$ cat src/hdl/gfgr_pkg.sv
package gfgr_pkg;

  // sequencer states
  typedef enum logic [3:0] {
    ST_IDLE,
    ST_EVENT,
    ST_CAL,
    ST_DIV_GO,
    ST_DIV_WAIT,
    ST_TRK_MUL,
    ST_TRK_ACC,
    ST_LIN_MUL,
    ST_LIN_ACC,
    ST_SM_MUL,
    ST_SM_ACC,
    ST_OUT
  } state_t;

  // input operation codes
  typedef enum logic [1:0] {
    OP_SAMPLE      = 2'd0,
    OP_RESET_PEAKS = 2'd1,
    OP_START_CAL   = 2'd2
  } op_t;

  // configuration register indexes
  localparam int CFG_IDX_W  = 3;
  localparam int CFG_DATA_W = 16;
  localparam logic [CFG_IDX_W-1:0] REG_GRAVITY_FACTOR      = 3'd0;
  localparam logic [CFG_IDX_W-1:0] REG_SMOOTH_FACTOR       = 3'd1;
  localparam logic [CFG_IDX_W-1:0] REG_SMOOTH_FACTOR_STILL = 3'd2;
  localparam logic [CFG_IDX_W-1:0] REG_STILL_LEVEL         = 3'd3;
  localparam logic [CFG_IDX_W-1:0] REG_PEAK_MARGIN         = 3'd4;
  localparam logic [CFG_IDX_W-1:0] REG_CALIB_WINDOW_MS     = 3'd5;
  localparam logic [CFG_IDX_W-1:0] REG_DISPLAY_LIMIT       = 3'd6;

  // field and state widths
  localparam int OP_W      = 2;
  localparam int TIME_W    = 32;
  localparam int FACTOR_W  = 16;
  localparam int STILL_W   = 13;
  localparam int MARGIN_W  = 12;
  localparam int WINDOW_W  = 16;
  localparam int LIMIT_W   = 14;
  localparam int GRAV_W    = 32;
  localparam int SMOOTH_W  = 24;
  localparam int PEAK_W    = 15;
  localparam int DISP_W    = 15;
  localparam int SUM_W     = 32;
  localparam int COUNT_W   = 16;
  localparam int OUT_TDATA_W = 96;

  // fixed point
  localparam int GRAV_FRAC   = 8;
  localparam int SMOOTH_FRAC = 4;
  localparam int G_SCALE     = 26731;  // Q16 of 4/9.80665
  localparam logic [PEAK_W-1:0]  PEAK_MAX  = 15'h7fff;
  localparam logic [COUNT_W-1:0] COUNT_MAX = 16'hffff;

  // shared multiplier
  localparam int MUL_A_W = 34;
  localparam int MUL_B_W = 18;
  localparam int PROD_W  = MUL_A_W + MUL_B_W;

  // g values after scaling
  localparam int GV_W = 28;
  localparam int GQ_W = 32;

  // shared divider
  localparam int DIV_N_W   = 40;
  localparam int DIV_D_W   = 16;
  localparam int DIV_CNT_W = 6;

  typedef struct packed {
    logic busy;
    logic done;
  } div_stat_t;

endpackage

$ cat src/hdl/gforce_gravity_removal_peak_tracker_core.sv
// g-force meter core. each accepted transaction carries an op in s_axis_tuser
// (sample, reset peaks, start calibration) and three accelerometer axes plus a
// millisecond timestamp in s_axis_tdata; each one returns exactly one result
// transaction with the calibrating flag in m_axis_tuser and the two clamped
// display values and four held peaks in m_axis_tdata. after reset, and after a
// start-calibration op, samples are summed until calib_window_ms has passed;
// the closing sample sets gravity to the rounded mean and then runs the normal
// path. the normal path tracks gravity with a slow q16 average, removes it from
// the lateral and longitudinal axes, scales to 1/4096 g, smooths (faster below
// still_level) and updates the peaks, which need peak_margin to be beaten.
// all products go through one registered 34x18 multiplier and the calibration
// mean through one bit-serial 40-bit divider, so one item is in flight at a
// time: a peak-reset, start-calibration or unused op only passes through the
// event state, a sample with the window still open is only summed, a tracking
// sample runs seven multiplies, and the sample that closes calibration first
// runs three 40-step divisions in a row. the output register lets the next
// item be accepted while a result waits. configuration writes are always
// taken and must only happen while idle.
module gforce_gravity_removal_peak_tracker_core import gfgr_pkg::*; #(
  parameter int  ACCEL_BITS = 16,
  localparam int IN_TDATA_W = ((3 * ACCEL_BITS + TIME_W + 7) / 8) * 8
) (
  input  logic                  clk,
  input  logic                  rst,
  // configuration write channel
  input  logic                  cfg_valid,
  output logic                  cfg_ready,
  input  logic [CFG_IDX_W-1:0]  cfg_index,
  input  logic [CFG_DATA_W-1:0] cfg_data,
  // input stream
  input  logic                  s_axis_tvalid,
  output logic                  s_axis_tready,
  // accel_lat, accel_long, accel_vert, time_ms, zero fill
  input  logic [IN_TDATA_W-1:0] s_axis_tdata,
  // op
  input  logic [OP_W-1:0]       s_axis_tuser,
  // result stream
  output logic                  m_axis_tvalid,
  input  logic                  m_axis_tready,
  // display_lat, display_long, peak_forward, peak_brake, peak_left,
  // peak_right, zero fill
  output logic [OUT_TDATA_W-1:0] m_axis_tdata,
  // calibrating
  output logic [0:0]            m_axis_tuser
);

  localparam logic [1:0] LAST_AXIS   = 2'd2;
  localparam logic [1:0] LAST_LINEAR = 2'd1;
  localparam int DISP_SH_W = SMOOTH_W - SMOOTH_FRAC + 1;
  localparam int OUT_PAD_W = OUT_TDATA_W - 2 * DISP_W - 4 * PEAK_W;

  localparam logic signed [PROD_W-1:0]  RND16 = PROD_W'(1) <<< 15;
  localparam logic signed [PROD_W-1:0]  RND20 = PROD_W'(1) <<< 19;
  localparam logic signed [PROD_W-1:0]  RND24 = PROD_W'(1) <<< 23;
  localparam logic signed [MUL_A_W-1:0] SM_HI = MUL_A_W'(2**(SMOOTH_W-1) - 1);
  localparam logic signed [MUL_A_W-1:0] SM_LO = ~SM_HI;
  localparam logic signed [SMOOTH_W:0]  DISP_RND = (SMOOTH_W+1)'(1) <<< (SMOOTH_FRAC-1);
  localparam logic signed [GV_W-1:0]    PEAK_MAX_S = GV_W'(PEAK_MAX);

  // configuration registers
  logic [FACTOR_W-1:0] gravity_factor;
  logic [FACTOR_W-1:0] smooth_factor;
  logic [FACTOR_W-1:0] smooth_factor_still;
  logic [STILL_W-1:0]  still_level;
  logic [MARGIN_W-1:0] peak_margin;
  logic [WINDOW_W-1:0] calib_window_ms;
  logic [LIMIT_W-1:0]  display_limit;

  // tracker state
  logic signed [GRAV_W-1:0]   grav [3];
  logic signed [SMOOTH_W-1:0] smooth [2];
  logic [PEAK_W-1:0]          peak [4];  // forward, brake, left, right
  logic                       in_cal;
  logic [TIME_W-1:0]          cal_start;
  logic signed [SUM_W-1:0]    cal_sum [3];
  logic [COUNT_W-1:0]         cal_count;

  // latched transaction
  logic [OP_W-1:0]              op_r;
  logic signed [ACCEL_BITS-1:0] acc_r [3];
  logic [TIME_W-1:0]            time_r;

  // sequencer
  state_t     state;
  state_t     state_next;
  logic [1:0] ax;
  logic [1:0] ax_next;
  logic       mul_en;
  logic       div_start;
  logic       ld_out;
  logic       in_fire;

  // per-lane temporaries between multiplier passes
  logic signed [GQ_W-1:0] gq_r;
  logic [FACTOR_W-1:0]    f_r;

  // output register
  logic                   out_valid;
  logic [OUT_TDATA_W-1:0] out_data;
  logic                   out_cal;

  // shared units
  logic signed [MUL_A_W-1:0] mul_a;
  logic signed [MUL_B_W-1:0] mul_b;
  logic signed [PROD_W-1:0]  prod;
  logic [DIV_N_W-1:0]        div_num;
  logic [DIV_N_W-1:0]        div_q;
  div_stat_t                 div_stat;

  // datapath
  logic signed [MUL_A_W-1:0] a_sc;
  logic signed [MUL_A_W-1:0] diff_ag;
  logic signed [MUL_A_W-1:0] sm_diff;
  logic signed [PROD_W-1:0]  sum16, sum20, sum24;
  logic signed [PROD_W-1:0]  shr16, shr20, shr24;
  logic signed [GRAV_W-1:0]  grav_trk;
  logic signed [GQ_W-1:0]    gq;
  logic signed [GV_W-1:0]    gv;
  logic signed [GV_W-1:0]    gv_neg;
  logic [GV_W-1:0]           gv_mag;
  logic                      is_still;
  logic signed [MUL_A_W-1:0] sm_sum;
  logic signed [SMOOTH_W-1:0] sm_new;
  logic [SUM_W:0]            sum_ext [3];
  logic signed [SUM_W-1:0]   sum_sat [3];
  logic [TIME_W-1:0]         elapsed;
  logic                      win_open;
  logic [SUM_W-1:0]          sum_mag;
  logic signed [GRAV_W-1:0]  cal_q;
  logic signed [GRAV_W-1:0]  cal_mean;
  logic signed [SMOOTH_W:0]  disp_ext [2];
  logic signed [DISP_SH_W-1:0] disp_sh [2];
  logic signed [DISP_SH_W-1:0] disp_lim;
  logic signed [DISP_SH_W-1:0] disp_val [2];

  function automatic logic [PEAK_W-1:0] peak_upd(
    input logic [PEAK_W-1:0]      pk,
    input logic signed [GV_W-1:0] v,
    input logic [MARGIN_W-1:0]    margin
  );
    logic signed [GV_W-1:0] thr;
    logic [PEAK_W-1:0]      res;
    thr = $signed(GV_W'(pk)) + $signed(GV_W'(margin));
    res = pk;
    if (v > thr) begin
      res = (v > PEAK_MAX_S) ? PEAK_MAX : v[PEAK_W-1:0];
    end
    return res;
  endfunction

  assign cfg_ready     = 1'b1;
  assign s_axis_tready = (state == ST_IDLE);
  assign in_fire       = s_axis_tvalid && s_axis_tready;

  // ---------------------------------------------------------------- sequencer
  always_ff @(posedge clk) begin
    if (rst) begin
      state <= ST_IDLE;
      ax    <= '0;
    end else begin
      state <= state_next;
      ax    <= ax_next;
    end
  end

  always_comb begin
    state_next = state;
    ax_next    = ax;
    mul_en     = 1'b0;
    div_start  = 1'b0;
    ld_out     = 1'b0;
    case (state)
      ST_IDLE: begin
        ax_next = '0;
        if (s_axis_tvalid) begin
          if (s_axis_tuser == OP_SAMPLE) begin
            state_next = in_cal ? ST_CAL : ST_TRK_MUL;
          end else begin
            state_next = ST_EVENT;
          end
        end
      end
      ST_EVENT: begin
        state_next = ST_OUT;
      end
      ST_CAL: begin
        // window still open: sample only summed
        state_next = win_open ? ST_OUT : ST_DIV_GO;
        ax_next    = '0;
      end
      ST_DIV_GO: begin
        div_start  = 1'b1;
        state_next = ST_DIV_WAIT;
      end
      ST_DIV_WAIT: begin
        if (div_stat.done) begin
          if (ax == LAST_AXIS) begin
            ax_next    = '0;
            state_next = ST_TRK_MUL;
          end else begin
            ax_next    = ax + 1'b1;
            state_next = ST_DIV_GO;
          end
        end
      end
      ST_TRK_MUL: begin
        mul_en     = 1'b1;
        state_next = ST_TRK_ACC;
      end
      ST_TRK_ACC: begin
        if (ax == LAST_AXIS) begin
          ax_next    = '0;
          state_next = ST_LIN_MUL;
        end else begin
          ax_next    = ax + 1'b1;
          state_next = ST_TRK_MUL;
        end
      end
      ST_LIN_MUL: begin
        mul_en     = 1'b1;
        state_next = ST_LIN_ACC;
      end
      ST_LIN_ACC: begin
        state_next = ST_SM_MUL;
      end
      ST_SM_MUL: begin
        mul_en     = 1'b1;
        state_next = ST_SM_ACC;
      end
      ST_SM_ACC: begin
        if (ax == LAST_LINEAR) begin
          ax_next    = '0;
          state_next = ST_OUT;
        end else begin
          ax_next    = ax + 1'b1;
          state_next = ST_LIN_MUL;
        end
      end
      ST_OUT: begin
        // wait only while the previous result is still held
        if (!out_valid || m_axis_tready) begin
          ld_out     = 1'b1;
          state_next = ST_IDLE;
        end
      end
      default: begin
        state_next = ST_IDLE;
      end
    endcase
  end

  // ---------------------------------------------------------------- shared units
  gfgr_mul u_mul (
    .clk (clk),
    .en  (mul_en),
    .a   (mul_a),
    .b   (mul_b),
    .p   (prod)
  );

  gfgr_div u_div (
    .clk      (clk),
    .rst      (rst),
    .start    (div_start),
    .dividend (div_num),
    .divisor  (cal_count),
    .stat     (div_stat),
    .quotient (div_q)
  );

  // ---------------------------------------------------------------- datapath
  always_comb begin
    a_sc    = MUL_A_W'(acc_r[ax]) <<< GRAV_FRAC;
    diff_ag = a_sc - MUL_A_W'(grav[ax]);
    sm_diff = MUL_A_W'(gq_r) - MUL_A_W'(smooth[ax[0]]);

    case (state)
      ST_TRK_MUL: begin
        mul_a = diff_ag;
        mul_b = MUL_B_W'(gravity_factor);
      end
      ST_LIN_MUL: begin
        mul_a = diff_ag;
        mul_b = MUL_B_W'(G_SCALE);
      end
      ST_SM_MUL: begin
        mul_a = sm_diff;
        mul_b = MUL_B_W'(f_r);
      end
      default: begin
        mul_a = diff_ag;
        mul_b = '0;
      end
    endcase

    // round half up on the registered product
    sum16 = prod + RND16;
    sum20 = prod + RND20;
    sum24 = prod + RND24;
    shr16 = sum16 >>> 16;
    shr20 = sum20 >>> 20;
    shr24 = sum24 >>> 24;

    grav_trk = grav[ax] + shr16[GRAV_W-1:0];

    // g at 1/65536 and 1/4096 from one product
    gq       = shr20[GQ_W-1:0];
    gv       = shr24[GV_W-1:0];
    gv_neg   = -gv;
    gv_mag   = gv[GV_W-1] ? gv_neg : gv;
    is_still = gv_mag < GV_W'(still_level);

    sm_sum = MUL_A_W'(smooth[ax[0]]) + shr16[MUL_A_W-1:0];
    if (sm_sum > SM_HI) begin
      sm_new = SM_HI[SMOOTH_W-1:0];
    end else if (sm_sum < SM_LO) begin
      sm_new = SM_LO[SMOOTH_W-1:0];
    end else begin
      sm_new = sm_sum[SMOOTH_W-1:0];
    end

    // saturating calibration sums, one adder per axis
    for (int i = 0; i < 3; i++) begin
      sum_ext[i] = {cal_sum[i][SUM_W-1], cal_sum[i]} + (SUM_W+1)'(acc_r[i]);
      if (sum_ext[i][SUM_W] != sum_ext[i][SUM_W-1]) begin
        sum_sat[i] = sum_ext[i][SUM_W] ? {1'b1, {(SUM_W-1){1'b0}}}
                                       : {1'b0, {(SUM_W-1){1'b1}}};
      end else begin
        sum_sat[i] = sum_ext[i][SUM_W-1:0];
      end
    end

    elapsed  = time_r - cal_start;
    win_open = elapsed < TIME_W'(calib_window_ms);

    // mean rounds to nearest, ties away from zero, on the magnitude
    sum_mag  = cal_sum[ax][SUM_W-1] ? -cal_sum[ax] : cal_sum[ax];
    div_num  = {sum_mag, {GRAV_FRAC{1'b0}}} + DIV_N_W'(cal_count >> 1);
    cal_q    = div_q[GRAV_W-1:0];
    if (cal_count == '0) begin
      cal_mean = '0;
    end else begin
      cal_mean = cal_sum[ax][SUM_W-1] ? -cal_q : cal_q;
    end

    // display values, zero while calibrating
    disp_lim = DISP_SH_W'(display_limit);
    for (int i = 0; i < 2; i++) begin
      disp_ext[i] = (SMOOTH_W+1)'(smooth[i]) + DISP_RND;
      disp_sh[i]  = DISP_SH_W'(disp_ext[i] >>> SMOOTH_FRAC);
      if (in_cal) begin
        disp_val[i] = '0;
      end else if (disp_sh[i] > disp_lim) begin
        disp_val[i] = disp_lim;
      end else if (disp_sh[i] < -disp_lim) begin
        disp_val[i] = -disp_lim;
      end else begin
        disp_val[i] = disp_sh[i];
      end
    end
  end

  // configuration and tracker state
  always_ff @(posedge clk) begin
    if (rst) begin
      gravity_factor      <= 16'd1311;
      smooth_factor       <= 16'd16384;
      smooth_factor_still <= 16'd39322;
      still_level         <= 13'd205;
      peak_margin         <= 12'd41;
      calib_window_ms     <= 16'd800;
      display_limit       <= 14'd8192;
      for (int i = 0; i < 3; i++) begin
        grav[i]    <= '0;
        cal_sum[i] <= '0;
      end
      for (int i = 0; i < 2; i++) begin
        smooth[i] <= '0;
      end
      for (int i = 0; i < 4; i++) begin
        peak[i] <= '0;
      end
      in_cal    <= 1'b1;
      cal_start <= '0;
      cal_count <= '0;
    end else begin
      if (cfg_valid) begin
        case (cfg_index)
          REG_GRAVITY_FACTOR:      gravity_factor      <= cfg_data[FACTOR_W-1:0];
          REG_SMOOTH_FACTOR:       smooth_factor       <= cfg_data[FACTOR_W-1:0];
          REG_SMOOTH_FACTOR_STILL: smooth_factor_still <= cfg_data[FACTOR_W-1:0];
          REG_STILL_LEVEL:         still_level         <= cfg_data[STILL_W-1:0];
          REG_PEAK_MARGIN:         peak_margin         <= cfg_data[MARGIN_W-1:0];
          REG_CALIB_WINDOW_MS:     calib_window_ms     <= cfg_data[WINDOW_W-1:0];
          REG_DISPLAY_LIMIT:       display_limit       <= cfg_data[LIMIT_W-1:0];
          default: ;
        endcase
      end

      case (state)
        ST_EVENT: begin
          case (op_r)
            OP_RESET_PEAKS: begin
              for (int i = 0; i < 4; i++) peak[i] <= '0;
              for (int i = 0; i < 2; i++) smooth[i] <= '0;
            end
            OP_START_CAL: begin
              for (int i = 0; i < 4; i++) peak[i] <= '0;
              for (int i = 0; i < 2; i++) smooth[i] <= '0;
              for (int i = 0; i < 3; i++) begin
                grav[i]    <= '0;
                cal_sum[i] <= '0;
              end
              in_cal    <= 1'b1;
              cal_start <= time_r;
              cal_count <= '0;
            end
            default: ;
          endcase
        end
        ST_CAL: begin
          // count stops at its maximum and further samples are not summed
          if (cal_count != COUNT_MAX) begin
            for (int i = 0; i < 3; i++) cal_sum[i] <= sum_sat[i];
            cal_count <= cal_count + 1'b1;
          end
        end
        ST_DIV_WAIT: begin
          if (div_stat.done) begin
            grav[ax] <= cal_mean;
            if (ax == LAST_AXIS) begin
              in_cal <= 1'b0;
            end
          end
        end
        ST_TRK_ACC: begin
          grav[ax] <= grav_trk;
        end
        ST_LIN_ACC: begin
          if (ax[0]) begin
            peak[0] <= peak_upd(peak[0], gv, peak_margin);
            peak[1] <= peak_upd(peak[1], gv_neg, peak_margin);
          end else begin
            peak[2] <= peak_upd(peak[2], gv_neg, peak_margin);
            peak[3] <= peak_upd(peak[3], gv, peak_margin);
          end
        end
        ST_SM_ACC: begin
          smooth[ax[0]] <= sm_new;
        end
        default: ;
      endcase
    end
  end

  // transaction latch and lane temporaries
  always_ff @(posedge clk) begin
    if (in_fire) begin
      op_r     <= s_axis_tuser;
      acc_r[0] <= s_axis_tdata[ACCEL_BITS-1:0];
      acc_r[1] <= s_axis_tdata[2*ACCEL_BITS-1:ACCEL_BITS];
      acc_r[2] <= s_axis_tdata[3*ACCEL_BITS-1:2*ACCEL_BITS];
      time_r   <= s_axis_tdata[3*ACCEL_BITS+TIME_W-1:3*ACCEL_BITS];
    end
    if (state == ST_LIN_ACC) begin
      gq_r <= gq;
      f_r  <= is_still ? smooth_factor_still : smooth_factor;
    end
  end

  // ---------------------------------------------------------------- output register
  always_ff @(posedge clk) begin
    if (rst) begin
      out_valid <= 1'b0;
    end else if (ld_out) begin
      out_valid <= 1'b1;
    end else if (m_axis_tready) begin
      out_valid <= 1'b0;
    end
  end

  always_ff @(posedge clk) begin
    if (ld_out) begin
      out_cal  <= in_cal;
      out_data <= {{OUT_PAD_W{1'b0}}, peak[3], peak[2], peak[1], peak[0],
                   disp_val[1][DISP_W-1:0], disp_val[0][DISP_W-1:0]};
    end
  end

  assign m_axis_tvalid   = out_valid;
  assign m_axis_tdata    = out_data;
  assign m_axis_tuser[0] = out_cal;

endmodule

$ cat src/hdl/gfgr_mul.sv
module gfgr_mul import gfgr_pkg::*; (
  input  logic                      clk,
  input  logic                      en,
  input  logic signed [MUL_A_W-1:0] a,
  input  logic signed [MUL_B_W-1:0] b,
  output logic signed [PROD_W-1:0]  p
);

  always_ff @(posedge clk) begin
    if (en) begin
      p <= PROD_W'(a) * PROD_W'(b);
    end
  end

endmodule

$ cat src/hdl/gfgr_div.sv
module gfgr_div import gfgr_pkg::*; (
  input  logic               clk,
  input  logic               rst,
  input  logic               start,
  input  logic [DIV_N_W-1:0] dividend,
  input  logic [DIV_D_W-1:0] divisor,
  output div_stat_t          stat,
  output logic [DIV_N_W-1:0] quotient
);

  logic [DIV_N_W-1:0]   quo;
  logic [DIV_D_W-1:0]   rem;
  logic [DIV_D_W-1:0]   dsr;
  logic [DIV_CNT_W-1:0] cnt;
  logic                 busy;
  logic                 done;

  logic [DIV_D_W:0] rem_sh;
  logic [DIV_D_W:0] rem_diff;
  logic             fits;

  // one restoring step per cycle
  always_comb begin
    rem_sh   = {rem, quo[DIV_N_W-1]};
    rem_diff = rem_sh - {1'b0, dsr};
    fits     = rem_sh >= {1'b0, dsr};
  end

  always_ff @(posedge clk) begin
    if (rst) begin
      busy <= 1'b0;
      done <= 1'b0;
      cnt  <= '0;
    end else begin
      done <= 1'b0;
      if (start) begin
        busy <= 1'b1;
        cnt  <= DIV_CNT_W'(DIV_N_W);
      end else if (busy) begin
        cnt <= cnt - 1'b1;
        if (cnt == DIV_CNT_W'(1)) begin
          busy <= 1'b0;
          done <= 1'b1;
        end
      end
    end
  end

  always_ff @(posedge clk) begin
    if (start) begin
      quo <= dividend;
      rem <= '0;
      dsr <= divisor;
    end else if (busy) begin
      quo <= {quo[DIV_N_W-2:0], fits};
      rem <= fits ? rem_diff[DIV_D_W-1:0] : rem_sh[DIV_D_W-1:0];
    end
  end

  assign stat.busy = busy;
  assign stat.done = done;
  assign quotient  = quo;

endmodule

$ cat config.mk
export PLATFORM = sky130hd
export DESIGN_NAME = gforce_gravity_removal_peak_tracker_core
export DESIGN_NICKNAME = d
export VERILOG_FILES = /design/src/hdl/gfgr_pkg.sv /design/src/hdl/gforce_gravity_removal_peak_tracker_core.sv /design/src/hdl/gfgr_mul.sv /design/src/hdl/gfgr_div.sv
export SDC_FILE = /design/constraint.sdc
export NUM_CORES = 2
export LEC_CHECK = 0
export ABC_AREA = 1
export BUFFER_PORTS_ARGS = -buffer_cell sky130_fd_sc_hd__buf_2
export CORE_ASPECT_RATIO = 1.75
export CORE_UTILIZATION = 45
export DETAILED_ROUTE_END_ITERATION = 6
export GPL_ROUTABILITY_DRIVEN = 0
export SLEW_MARGIN = 20
export SYNTH_ARGS = -nofsm -noshare
export SYNTH_HDL_FRONTEND = slang
export SYNTH_SLANG_ARGS = --single-unit
$ cat constraint.sdc
create_clock -name clk -period 8.6 [get_ports clk]
set_clock_uncertainty 0.15 [all_clocks]
set_input_delay 2.58 -clock clk [delete_from_list [all_inputs] [get_ports clk]]
set_output_delay 2.58 -clock clk [all_outputs]
set_load 0.1 [all_outputs]
Word-level counts from Yosys, hierarchy flattened
Memory sizes are Yosys's and may differ from the RTL's. A register that Yosys moved wholly into a read port is not among the register bits. Cells that the tools add are included.

Register bits after elaboration: 463. Bits in latches: 0. Bits in writable memories: 348. Bits in read-only memories: 0. Input port bits: 106. Output and inout bits: 100. Logic and storage cells: 315. Memories kept: 5.

$add $sub $neg: 26. $mul: 1. Div/mod/pow operators: 0. Order comparisons: 15. Equality and inequality tests: 32. Shift operators: 0. Muxes and demuxes: 147. Bitwise operators: 27. Reduce and logical (&&, ||, !) cells: 32.

Memories: cal_sum (depth 3, bits a word 32, read ports 4, clocked after memory_dff 1, wr ports 3, line gforce_gravity_removal_peak_tracker_core.sv:75) `logic signed [SUM_W-1:0] cal_sum [3];`; grav (depth 3, bits a word 32, read ports 1, clocked after memory_dff 1, wr ports 3, line gforce_gravity_removal_peak_tracker_core.sv:70) `logic signed [GRAV_W-1:0] grav [3];`; peak (depth 4, bits a word 15, read ports 4, clocked after memory_dff 0, wr ports 4, line gforce_gravity_removal_peak_tracker_core.sv:72) `logic [PEAK_W-1:0] peak [4];`; acc_r (depth 3, bits a word 16, read ports 4, clocked after memory_dff 1, wr ports 3, line gforce_gravity_removal_peak_tracker_core.sv:80) `logic signed [ACCEL_BITS-1:0] acc_r [3];`; smooth (depth 2, bits a word 24, read ports 3, clocked after memory_dff 1, wr ports 2, line gforce_gravity_removal_peak_tracker_core.sv:71) `logic signed [SMOOTH_W-1:0] smooth [2];`.

Operator list (number): two-way mux 32 bit (20); two-way mux 15 bit (32); two-way mux 24 bit (7); greater-than comparator 28 x 17 -> 1 bit (4); adder 32 x 16 -> 33 bit (3); two-way mux 40 bit (2); adder 15 x 12 -> 16 bit (4); two-way mux 16 bit (4); negator 32 bit (2); greater-than comparator 28 x 16 -> 1 bit, second input constant (2); adder 51 x 21 -> 52 bit, second input constant (1); adder 51 x 25 -> 52 bit, second input constant (1); two-way mux 1 bit (52); multiplier 34 x 17 -> 51 bit (1); adder 24 x 5 -> 25 bit, second input constant (2); adder 50 x 17 -> 50 bit, second input constant (1); one-hot mux 16 bit (3 select lines) (1); one-hot mux 4 bit (12 select lines) (1); greater-than comparator 21 x 15 -> 1 bit (2); less-than comparator 21 bit (2); adder 40 x 15 -> 40 bit (1); adder 34 bit (1); greater-than comparator 34 x 24 -> 1 bit, second input constant (1); less-than comparator 34 x 24 -> 1 bit, second input constant (1); other kinds (55) (132).

Longest topological paths before layout
Depth in word-level cells: 9. Depth in mapped cells: 47. Depth with buffers taken out: 41.

Cells and area by module
A second synthesis with hierarchy kept.

Cells, all modules: 11230. Area, all modules: 84683.7 µm².

By module, submodules not included: gforce_gravity_removal_peak_tracker_core (instances 1, cells each 7376, area each 55356.8 µm², sequential area each 19829.0 µm²); gfgr_mul (instances 1, cells each 3279, area each 24862.6 µm², sequential area each 1561.5 µm²); gfgr_div (instances 1, cells each 575, area each 4464.3 µm², sequential area each 2162.1 µm²).

Least setup slack after synthesis
No wires, ideal clock.

Path kind: reg-to-reg. Start: register (tool-made name). End: register u_mul.p[45], data pin. Setup time: 0.265 ns. Data arrival time: 8.981 ns. Required time: 8.185 ns. Path slack: -0.796 ns. Stages on the path, launching flop included: 44. Path buffers: 5. Period minus slack after synthesis: 9.396 ns. Cell sequence: dfxtp_1 -> inv_2 -> buf_2 -> buf_2 -> clkbuf_1 -> clkbuf_1 -> or2_2 -> o21ai_0 -> inv_1 -> fa_1 -> inv_1 -> nand2_1 -> o21ai_0 -> a31oi_1 -> o21ai_0 -> a21oi_1 -> o21ai_0 -> nor2_1 -> [8 not listed] -> inv_1 -> fa_1 -> fa_1 -> inv_1 -> fa_1 -> inv_1 -> ha_1 -> nand2_1 -> nor2_1 -> inv_1 -> nor2_1 -> inv_1 -> nor4_1 -> a21oi_1 -> o21ai_0 -> a21oi_1 -> o21ai_0 -> xor2_1.

RTL lines: end signal, assigned (line gfgr_mul.sv:11) `p <= PROD_W'(a) * PROD_W'(b);`; end, declared (line gfgr_mul.sv:6) `output logic signed [PROD_W-1:0] p`.

==> results by group <==
Clock tree
  – Inserted Clock Buffers: 86
  – Clock root buffer: clkbuf_16
  – CTS tree: built
  – Clock transition at path regs: 0.07 ns
  – CTS Buffer Depth: 3
  – Htree depth: 3
  – Clock Latency Late Sink: 0.75 ns
  – CTS Sinks: 830

Worst setup path
  – Crit path kind: flip-flop to flip-flop
  – Slowest stage cell, crit path: fa_2
  – Worst Setup Start Kind: flip-flop
  – CP endpoint kind: flip-flop
  – CP required: 8.89 ns
  – Data arrival, critical path: 8.96 ns
  – Worst Path Max Fanout: 6
  – Slowest stage delay, CP: 0.72 ns

Timing
  – Slew of the pin with the lowest slew margin: 1.16 ns
  – Minimum clock period: 8.67 ns
  – Max Clk Rate: 0.115 GHz
  – Pins over their slew limit: 0
  – Final setup violation count: 7
  – Crit share post-route: 101%
  – Setup_tns: -0.286 ns
  – Slew headroom: 22.5%
  – Final Hold Viols: 0
  – RSZ-0062 raised after global routing: true
  – PnR worst setup slack: -0.0700 ns

Cells and area
  – Fraction of layout cells with a size suffix above 1: 17.1%
  – Design Area, Final: 95,300 µm²
  – P&R area growth vs syn: 20.7%
  – # fillers: 16.4k
  – Multi-input logic area: 51,800 µm²
  – Nets@finish: 12.4k
  – Register area: 23,100 µm²

Route
  – Drt initial violations: 5,566
  – Pre-antenna DRT Iters: 7
  – DRC viols: 1
  – Routed len/inst: 22.1 µm
  – DRT antenna net count: 0
  – Vias per cell: 5.65
  – Routed wire length: 297 mm
  – Via count: 76.0k

Placement
  – I/O Buffers: 198
  – Detailed Place HPWL: 235 mm
  – Placed Instance Area: 88,400 µm²

Logic synthesis
  – Register area share after synthesis: 29.2%
  – Primary FF master, synth: edfxtp_1
  – Yosys warning count: 0
  – Distinct cells, synth: 61
  – Ys async rst share: 0%
  – Post-Syn Area: 79,000 µm²
  – EDFF count, synth: 645
  – Gate count of the mapped netlist: 10.2k
  – Mean Syn Cell Area: 7.74 µm²
  – #FFs+latches synth: 830

Job
  – Total of max-cap violations: 0

Outcome
  – Status: finished with violations
  – Violated checks: design-rule violations, negative setup slack

Power and ir drop
  – Sequential Power Share: 15.4%
  – Max VDD drop: 347 µV
  – NetSw: 0.0193 W
  – Pleak: 43.5 nW
  – Switching part of the total: 50.7%
  – PD cells: 400 nW/µm²
  – Comb power frac: 73.6%
  – Int Pwr: 0.0188 W
  – Clk network pwr share: 11.0%

Floorplan
  – Core area: 174,000 µm²
  – Starting density of the core: 45.3%
  – Die Footprint: 177,000 µm²
  – DIE HEIGHT: 556 µm
  – Num ports: 206
  – Core Rows: 203
  – Die width: 319 µm

GRT
  – First-pass GRT wire length: 441 mm
  – Number of global-route vias before repair: 76.1k
  – Pin count of the biggest net entering global routing: 105
  – Initial antenna violation count: 7
  – Residual overflow from global routing: 0
  – GRT Util Overall: 33.0%

Min path
  – Hold/Removal Path Class: flip-flop to flip-flop
## power groups by stage
stage / clock network, W / registers, W / logic (W)
after floorplan: 0 / 0.00568 / 0.0132
final: 0.00418 / 0.00589 / 0.0280
after global placement: 0 / 0.00591 / 0.0239
after detailed placement: 0 / 0.00592 / 0.0241
after CTS: 0.00422 / 0.00585 / 0.0252
after global routing: 0.00433 / 0.00592 / 0.0300
## layout by cell type (no fill, tap or decap), drive strengths merged, types with 25 or more instances in the layout
| cell type | n |
|---|---|
| nand2 | 2125 |
| inv | 1602 |
| nor2 | 1106 |
| buf | 1083 |
| a21oi | 847 |
| o21ai | 665 |
| edfxtp | 645 |
| ha | 612 |
| nand3 | 519 |
| fa | 518 |
| xor2 | 258 |
| dfxtp | 185 |
| xnor2 | 139 |
| nor3 | 133 |
| clkbuf | 106 |
| nand4 | 87 |
| or2 | 53 |
| o211ai | 51 |
| nor4 | 44 |
| a31oi | 44 |
| o21bai | 40 |
| a21o | 40 |
| clkinv | 38 |
| o21a | 34 |
| a221oi | 29 |
| a32oi | 25 |
## final timing paths
path	start	to	slack [ns]	cells past startpoint
worst max-delay path	flip-flop	u_mul.p[40]	-0.07	39
worst min-delay path	smooth_factor_still[1]	smooth_factor_still[1]	0.31	2
worst max register to register	flip-flop	u_mul.p[40]	-0.07	39
worst min register to register	smooth_factor_still[1]	smooth_factor_still[1]	0.31	2
## logic make-up after synthesis
| group | count (synthesis) | share of synthesized area (%) |
|---|---|---|
| AO/OA/AOI/OAI | 1859 | 12.9 |
| XOR/XNOR | 397 | 4.40 |
| adder cells (fa/ha/maj) | 1130 | 22.8 |
| buffers and inverters | 1873 | 9.04 |
| flip-flops | 830 | 29.2 |
| multiplexers | 1 | 0.0127 |
| other | 2 | 0.00951 |
| AND/OR/NAND/NOR | 4109 | 21.6 |
## flip-flops by register name (all words and copies together), names as in the netlist, 32 cells and up, named ones only
signal and flops:
grav 128, cal_sum 96, m_axis_tdata 90, peak 60
acc_r 48, smooth 48, u_div.quotient 40, u_mul.p 36
cal_start 32, gq_r 32, time_r 32
## cell usage after synthesis (17+ instances only)
library cell / number / area [µm²]
nor4_1: 44 / 275
nand3b_1: 24 / 180
a21boi_0: 20 / 150
clkbuf_1: 195 / 732
fa_1: 518 / 10400
edfxtp_1: 645 / 19400
or2_2: 50 / 313
a32oi_1: 25 / 219
xnor2_1: 139 / 1220
nor2_1: 1076 / 4040
a221oi_1: 29 / 254
o21a_1: 34 / 255
nand4_1: 87 / 544
o211ai_1: 51 / 383
dfxtp_1: 185 / 3700
nand3_1: 512 / 2560
nand2_2: 17 / 106
nand2_1: 2107 / 7910
nor3_1: 133 / 666
ha_1: 612 / 7660
inv_1: 1600 / 6010
nor2_2: 17 / 106
xor2_1: 258 / 2260
a21o_1: 40 / 300
o21bai_1: 40 / 300
a31oi_1: 44 / 275
a21oi_1: 847 / 4240
buf_2: 32 / 160
o21ai_0: 651 / 3260
## worst max-delay path, delay by kind of cell, from the launching register on
| kind | cells | cell delay [ns] |
|---|---|---|
| AO/OA/AOI/OAI | 5 | 0.92 |
| buffers and inverters | 15 | 1.82 |
| AND/OR/NAND/NOR | 10 | 1.09 |
| flip-flops | 1 | 0.43 |
| adder cells (fa/ha/maj) | 8 | 3.80 |
| XOR/XNOR | 1 | 0.13 |
## layout make-up
| cell class | count | area share (%) |
|---|---|---|
| multi-input cells | 7503 | 54.3 |
| flip-flops and latches | 830 | 24.2 |
| repair buffers | 1088 | 8.88 |
| inverters | 1615 | 6.42 |
| well taps | 2255 | 2.96 |
| clock buffers | 105 | 2.36 |
| clock inverters | 55 | 0.848 |
| diodes | 5 | 0.0131 |
## metrics by stage
stage | instances | total power, W | utilization [%] | worst slack (ns) | hold slack [ns]
floorplan | 10206 | 0.0189 | - | -0.0661 | 0.273
global placement | 13196 | 0.0298 | 50.6 | -0.554 | 0.288
detailed placement | 13196 | 0.0301 | 50.6 | -0.619 | 0.293
CTS | 13377 | 0.0353 | 53.1 | -0.0732 | 0.308
global route | 13453 | 0.0403 | 54.6 | -0.305 | 0.322
finish | 13456 | 0.0381 | 54.6 | -0.0700 | 0.308
## per-layer routing
metal,GRT usage (%),vias up,wire (µm)
li1,-,35279,-
met1,31.8,36112,95600
met2,57.8,3204,146000
met3,5.30,1361,17700
met4,34.8,4,37800
met5,0,-,23
## timing repair
item                                    4_1_cts  5_1_grt
hold buffers                                  0        0
endpoints found under the setup margin       34       36
pin swaps                                    47      286
gates resized for setup                     217      537
setup buffers                                14       73
cloned                                        7        1
Note: power is estimated with default switching activity, not from simulation.
